<file path="config.mk">
export PLATFORM = sky130hd
export DESIGN_NAME = drr_round
export DESIGN_NICKNAME = d
export VERILOG_FILES = /design/src/drr_pkg.sv /design/src/drr_round.sv
export SDC_FILE = /design/constraint.sdc
export NUM_CORES = 1
export LEC_CHECK = 0
export CAP_MARGIN = 10
export CORE_MARGIN = 4
export CORE_UTILIZATION = 35
export DETAILED_ROUTE_END_ITERATION = 16
export DONT_BUFFER_PORTS = 1
export HOLD_SLACK_MARGIN = 0.12
export PLACE_DENSITY = 0.5
export SYNTH_ARGS = -nofsm -noshare
export SYNTH_HDL_FRONTEND = slang
export SYNTH_SLANG_ARGS = --single-unit
</file>
<file path="constraint.sdc">
create_clock -name clk -period 1.75 [get_ports clk]
set_clock_uncertainty 0.15 [all_clocks]
set_input_delay 0.35 -clock clk [delete_from_list [all_inputs] [get_ports clk]]
set_output_delay 0.35 -clock clk [all_outputs]
set_load 0.03 [all_outputs]
</file>
<file path="src/drr_pkg.sv">
package drr_pkg;

	localparam int MAX_SCALE_DEF = 28;
	localparam int LIMB_W = 32;
	localparam int LIMBS = 3;
	localparam int MANT_W = LIMB_W * LIMBS;

	// Reciprocal of ten for a 36-bit dividend: ceil(2^39 / 10), shift 39.
	localparam logic [35:0] RECIP_TEN = 36'hCCCCCCCCD;
	localparam int RECIP_SHIFT = 39;

	localparam logic [1:0] CMD_BANKER = 2'd0;
	localparam logic [1:0] CMD_HALF_UP = 2'd1;
	localparam logic [1:0] CMD_FLOOR = 2'd2;

	typedef struct packed {
		logic [63:0] mantissa_low;
		logic [31:0] mantissa_high;
		logic negative;
		logic [4:0] scale;
		logic [4:0] shift_digits;
		logic [1:0] command;
	} in_item_t;

	typedef struct packed {
		logic [63:0] quotient_low;
		logic [31:0] quotient_high;
		logic negative_out;
		logic [4:0] scale_out;
		logic bad_shift;
	} out_item_t;

	// Item state as it moves down the divider pipeline.
	typedef struct packed {
		logic [MANT_W-1:0] limbs;
		logic [3:0] rem;
		logic [3:0] first;
		logic sticky;
		logic neg;
		logic [4:0] scale;
		logic [4:0] digits;
		logic [1:0] mode;
		logic bad;
	} work_t;

endpackage

</file>
<file path="src/drr_round.sv">
module drr_round (
	input  logic clk,
	input  logic arst_n,
	input  logic en,
	input  logic valid_in,
	input  drr_pkg::work_t work_in,
	output logic valid_s1,
	output drr_pkg::out_item_t item_s1
);
	import drr_pkg::*;

	logic inc;
	logic [MANT_W-1:0] sum;
	out_item_t nxt;

	always_comb begin
		inc = 1'b0;
		case (work_in.mode)
			CMD_BANKER: inc = (work_in.first > 4'd5) ||
				((work_in.first == 4'd5) && work_in.limbs[0]);
			CMD_HALF_UP: inc = (work_in.first >= 4'd5);
			CMD_FLOOR: inc = work_in.neg && work_in.sticky;
			default: inc = 1'b0;
		endcase
		if (work_in.bad || (work_in.digits == 5'd0)) begin
			inc = 1'b0;
		end
		sum = work_in.limbs + MANT_W'(inc);
		nxt.quotient_low = sum[63:0];
		nxt.quotient_high = sum[95:64];
		nxt.negative_out = work_in.neg;
		nxt.scale_out = work_in.bad ? work_in.scale : (work_in.scale - work_in.digits);
		nxt.bad_shift = work_in.bad;
	end

	always_ff @(posedge clk or negedge arst_n) begin
		if (!arst_n) begin
			valid_s1 <= 1'b0;
		end else if (en) begin
			valid_s1 <= valid_in;
		end
	end

	always_ff @(posedge clk) begin
		if (en) begin
			item_s1 <= nxt;
		end
	end

endmodule

</file>
======== Yosys cells after proc, flatten, opt, wreduce, memory -nomap -nowiden ========
Cells that the tools add are included.
W data, S select, Z words.
operators by class
  multiplexer cells ....................... 3
  add/subtract/negate cells ............... 2
  $lt $le $gt $ge ......................... 2
  reductions and logical operators ........ 6
  eq/ne operators ......................... 3
operators by type and width
  kind                  count
  $add A96 B1 Y96       1
  $logic_not A5 Y1      1
  $mux W5               1
  $sub A5 B5 Y5         1
  $eq A4 B3 Y1 const B  1
  $ge A4 B3 Y1 const B  1
  $gt A4 B3 Y1 const B  1
  $pmux W1 S3           1
  $eq A2 B1 Y1 const B  1
  $eq A2 B2 Y1 const B  1
  $logic_and A1 B1 Y1   2
  $logic_not A2 Y1      1
  $logic_or A1 B1 Y1    2
  $mux W1               1
word-level totals
  bits of input ports ..................... 123
  output and inout port bits .............. 104
  register bits after elaboration ......... 104
  word-level logic and storage cells ...... 22

======== Logic depth before layout (Yosys ltp) ========
  word-level depth ........................ 6
  mapped depth ............................ 12
  depth with buffers taken out ............ 9

======== Least setup slack after synthesis ========
Ideal clock, no wire load.
  path type ............................... input -> register
  start ................................... input port work_in[0] in the netlist's numbering
  end ..................................... register item_s1[21] in the netlist's numbering (data pin)
  arrival time ............................ 2400 ps
  stages on the path ...................... 12
  path slack .............................. -1057 ps
  data required time ...................... 1342 ps
  cell sequence ........................... clkbuf_1 > a221o_1 > a21oi_1 > ha_1 > ha_1 > and3_1 > clkbuf_1 > and3_1 > buf_2 > buf_2 > nand4_1 > xnor2_1
RTL lines
  what                  RTL line         source
  start, declared       drr_round.sv:6   input drr_pkg::work_t work_in,
  end signal, assigned  drr_round.sv:46  item_s1 <= nxt;
  end, declared         drr_round.sv:8   output drr_pkg::out_item_t item_s1

==> flow_metrics.py <==
metrics = {
    "run_status": {
        "outcome": "complete, but fails checks",
        "violations": "negative hold slack, negative setup slack",
    },
    "final_layout": {
        "multiInputGateArea_sq_um": 3190,
        "layout-drive-gt1-share_pct": 31.5,
        "diodes": 0,
        "final_common_cell": "dlygate4sd3_1",
        "final_cells": 907,
        "num-nets-final": 817,
        "fillCellCount": 1355,
        "syn2layout_area_growth_pct": 55.2,
        "final_cell_mix": "dlygate4sd3_1 (105), edfxtp_1 (103), buf_4 (77)",
        "seqCellArea_sq_um": 3120,
    },
    "logic_synthesis": {
        "synthesis.nets": 614,
        "ys_types": 40,
        "syn_inst": 484,
        "netlist_area_sq_um": 5730,
        "syn_area_per_cell_sq_um": 11.8,
        "synth_warnings": 0,
        "ys_ff_latch": 104,
        "yosysSeqAreaShare_pct": 54.4,
    },
    "timing": {
        "rsz0062_at_grt": "true",
        "max_freq_mhz": 457,
        "finalSetupViolations": 89,
        "tightest_slew_ns": 0.437,
        "min_period_ns": 2.19,
        "relSlewSlack_pct": 70.8,
        "fin_setup_tns_ns": -27.41,
        "fin_crit_sh_pct": 125,
        "setup_slack_ns": -0.437,
        "slew_violations": 0,
        "holdWs_ns": -0.0326,
        "hold_viol": 31,
    },
    "floorplan": {
        "die_y_um": 136,
        "die_w_um": 136,
        "boundaryPins": 227,
        "row_count": 46,
        "initial_core_util_pct": 35.9,
        "dieArea_sq_um": 18500,
        "coreArea_sq_um": 15900,
    },
    "clock_tree": {
        "path_clk_slew_ns": 0.07,
        "cts_tree": "yes",
        "cts_made_buffers": 9,
        "clkLatencyLatePin_ns": 0.35,
        "clock_tree.htree_level_count": 3,
        "cts_num_sinks": 104,
        "clockRootBuffer": "clkbuf_16",
        "clockBufferDepth": 2,
    },
    "drt": {
        "viasPerCell": 5.26,
        "routed_wl_um": 19100,
        "drt_iter0_drc": 277,
        "drt_pre_antenna_iters": 4,
        "routedWlPerCell_um": 21.1,
        "vias": 4772,
        "drc": 0,
        "ant_nets": 0,
    },
    "pwr": {
        "peakVddDrop_v": 0.000488,
        "power_density_nw_per_um2": 678,
        "p_total_w": 0.00603,
        "p_leak_nw": 3.42,
    },
    "placed_design": {
        "pre_cts_slack_ns": -0.903,
        "place_congestion": 0.783,
        "placedCellCount": 771,
        "io_buffers": 0,
        "dpl.hpwl_um": 13100,
    },
    "grt": {
        "grt_max_degree": 105,
        "grt.overflow.total": 0,
        "grt_pass1_wl_um": 28600,
        "grt_pass1_vias": 5158,
        "grt_antenna_before_repair": 0,
        "grt_usage_pct": 20.3,
    },
    "worst_setup_path": {
        "r2r_start": "valid_s1$_DFFE_PN0P_",
        "rr_endpoint": "valid_s1$_DFFE_PN0P_",
        "cp_data_required_time_ns": 1.76,
        "r2r_cells": 2,
        "start_kind": "input port",
        "reg2reg_setup_slack_ns": 0.13,
        "critical_path_class": "in2reg",
        "worstPathMaxFanout": 4,
        "critPathCaptureType": "register",
        "critPathArrivalTime_ns": 2.20,
    },
    "run": {
        "maxCapViolCount": 0,
    },
    "hold_path": {
        "hold_path_class": "in2reg",
        "min_from": "en",
        "min_delay_path_depth": 0,
        "holdPathEnd": "item_s1[42]$_DFFE_PP_",
    },
}
power by group:
group | internal, W | leakage (nW) | switching (W)
registers | 0.00299 | 1.02 | 0.000501
logic | 0.000331 | 2.27 | 0.000219
clock network | 0.00109 | 0.140 | 0.000902
total | 0.00441 | 3.42 | 0.00162
registers in the layout, indices dropped and copies added (netlist names):
register,count
valid_s1,1
item_s1,103
critical path, stage by stage:
cell and delay, ns:
nand3b_1 0.14, a221o_1 0.31, a21oi_2 0.15, ha_4 0.17, ha_4 0.12, and3_4 0.20, buf_6 0.12, nand3_4 0.08
nor4_4 0.29, xor2_1 0.28
worst max-delay path by stage:
stage,startpoint,endpoint,depth (start not counted)
global route,work_in[1],item_s1[22]$_DFFE_PP_,11
CTS,work_in[1],item_s1[93]$_DFFE_PP_,10
global placement,work_in[1],item_s1[86]$_DFFE_PP_,11
floorplan,work_in[1],item_s1[9]$_DFFE_PP_,12
finish,work_in[1],item_s1[93]$_DFFE_PP_,10
detailed placement,work_in[1],item_s1[19]$_DFFE_PP_,10
per-stage QoR:
| stage | cell area [sq um] | hold slack [ns] | util (%) |
|---|---|---|---|
| 6_report | 8890 | -0.0326 | 55.8 |
| 5_1_grt | 8890 | -0.0486 | 55.8 |
| 4_1_cts | 8570 | -0.0488 | 53.8 |
| 3_5_place_dp | 6920 | -0.0956 | 43.4 |
| 3_3_place_gp | 6920 | -0.0956 | 43.4 |
| 2_1_floorplan | 6060 | -0.0956 | - |
routing by layer:
metal / GRT usage, % / routed length, um / vias up
met2: 33.7 / 9500 / 182
met4: 8.29 / 569 / 0
met1: 24.3 / 7400 / 2310
met5: 0 / 0 / -
li1: - / - / 2245
met3: 6.99 / 1650 / 35
area by class of cell:
type,count,share of cell area (%)
Clock inverter,5,0.549
Tap cell,216,3.04
Timing Repair Buffer,206,22.3
Sequential cell,104,35.1
Inverter,13,0.563
Clock buffer,10,2.58
Multi-Input combinational cell,353,35.9
logic make-up after synthesis:
| group | count (synthesis) | synth area share [%] |
|---|---|---|
| AO/OA/AOI/OAI | 13 | 1.35 |
| XOR/XNOR | 97 | 14.8 |
| adder cells (fa/ha/maj) | 7 | 1.66 |
| flip-flops | 104 | 54.4 |
| multiplexers | 1 | 0.197 |
| buffers and inverters | 27 | 2.34 |
| AND/OR/NAND/NOR | 235 | 25.2 |
timing repair:
item                                    4_1_cts  5_1_grt
buffers inserted                             14        6
pin swaps                                    38       20
endpoints found under the setup margin       89       94
resized for setup                            49       48
cloned                                        0        1
hold buffers                                101        4
hold endpoints to repair                    204      108
cells in the mapped netlist:
master	instances	area (sq um)
edfxtp_1	103	3090
xnor2_1	64	561
nand4_1	44	275
nand3_1	40	200
nand2_1	39	146
xor2_1	33	289
and3_1	20	125
nor2_1	16	60.1
nor4_1	15	93.8
nor3_1	14	70.1
and4_1	13	114
inv_1	11	41.3
buf_2	7	35.0
ha_1	6	75.1
o21ai_0	6	30.0
and2_1	5	31.3
nor3_2	5	50.1
nor4_2	5	62.6
nand4_2	4	50.1
nor4_4	4	85.1
a21oi_1	3	15.0
clkbuf_1	3	11.3
buf_4	2	15.0
buf_6	2	22.5
nor2_2	2	12.5
o21a_1	2	15.0
or3_1	2	12.5
or4_1	2	15.0
a21o_1	1	7.51
a221o_1	1	10.0
clkinv_1	1	3.75
clkinvlp_2	1	5.00
dfrtp_1	1	25.0
fa_1	1	20.0
mux2_2	1	11.3
nand2_2	1	6.26
nand3_2	1	10.0
nand3b_1	1	7.51
nor2b_1	1	6.26
or3b_1	1	8.76
Power figures use the tool's default switching activity.
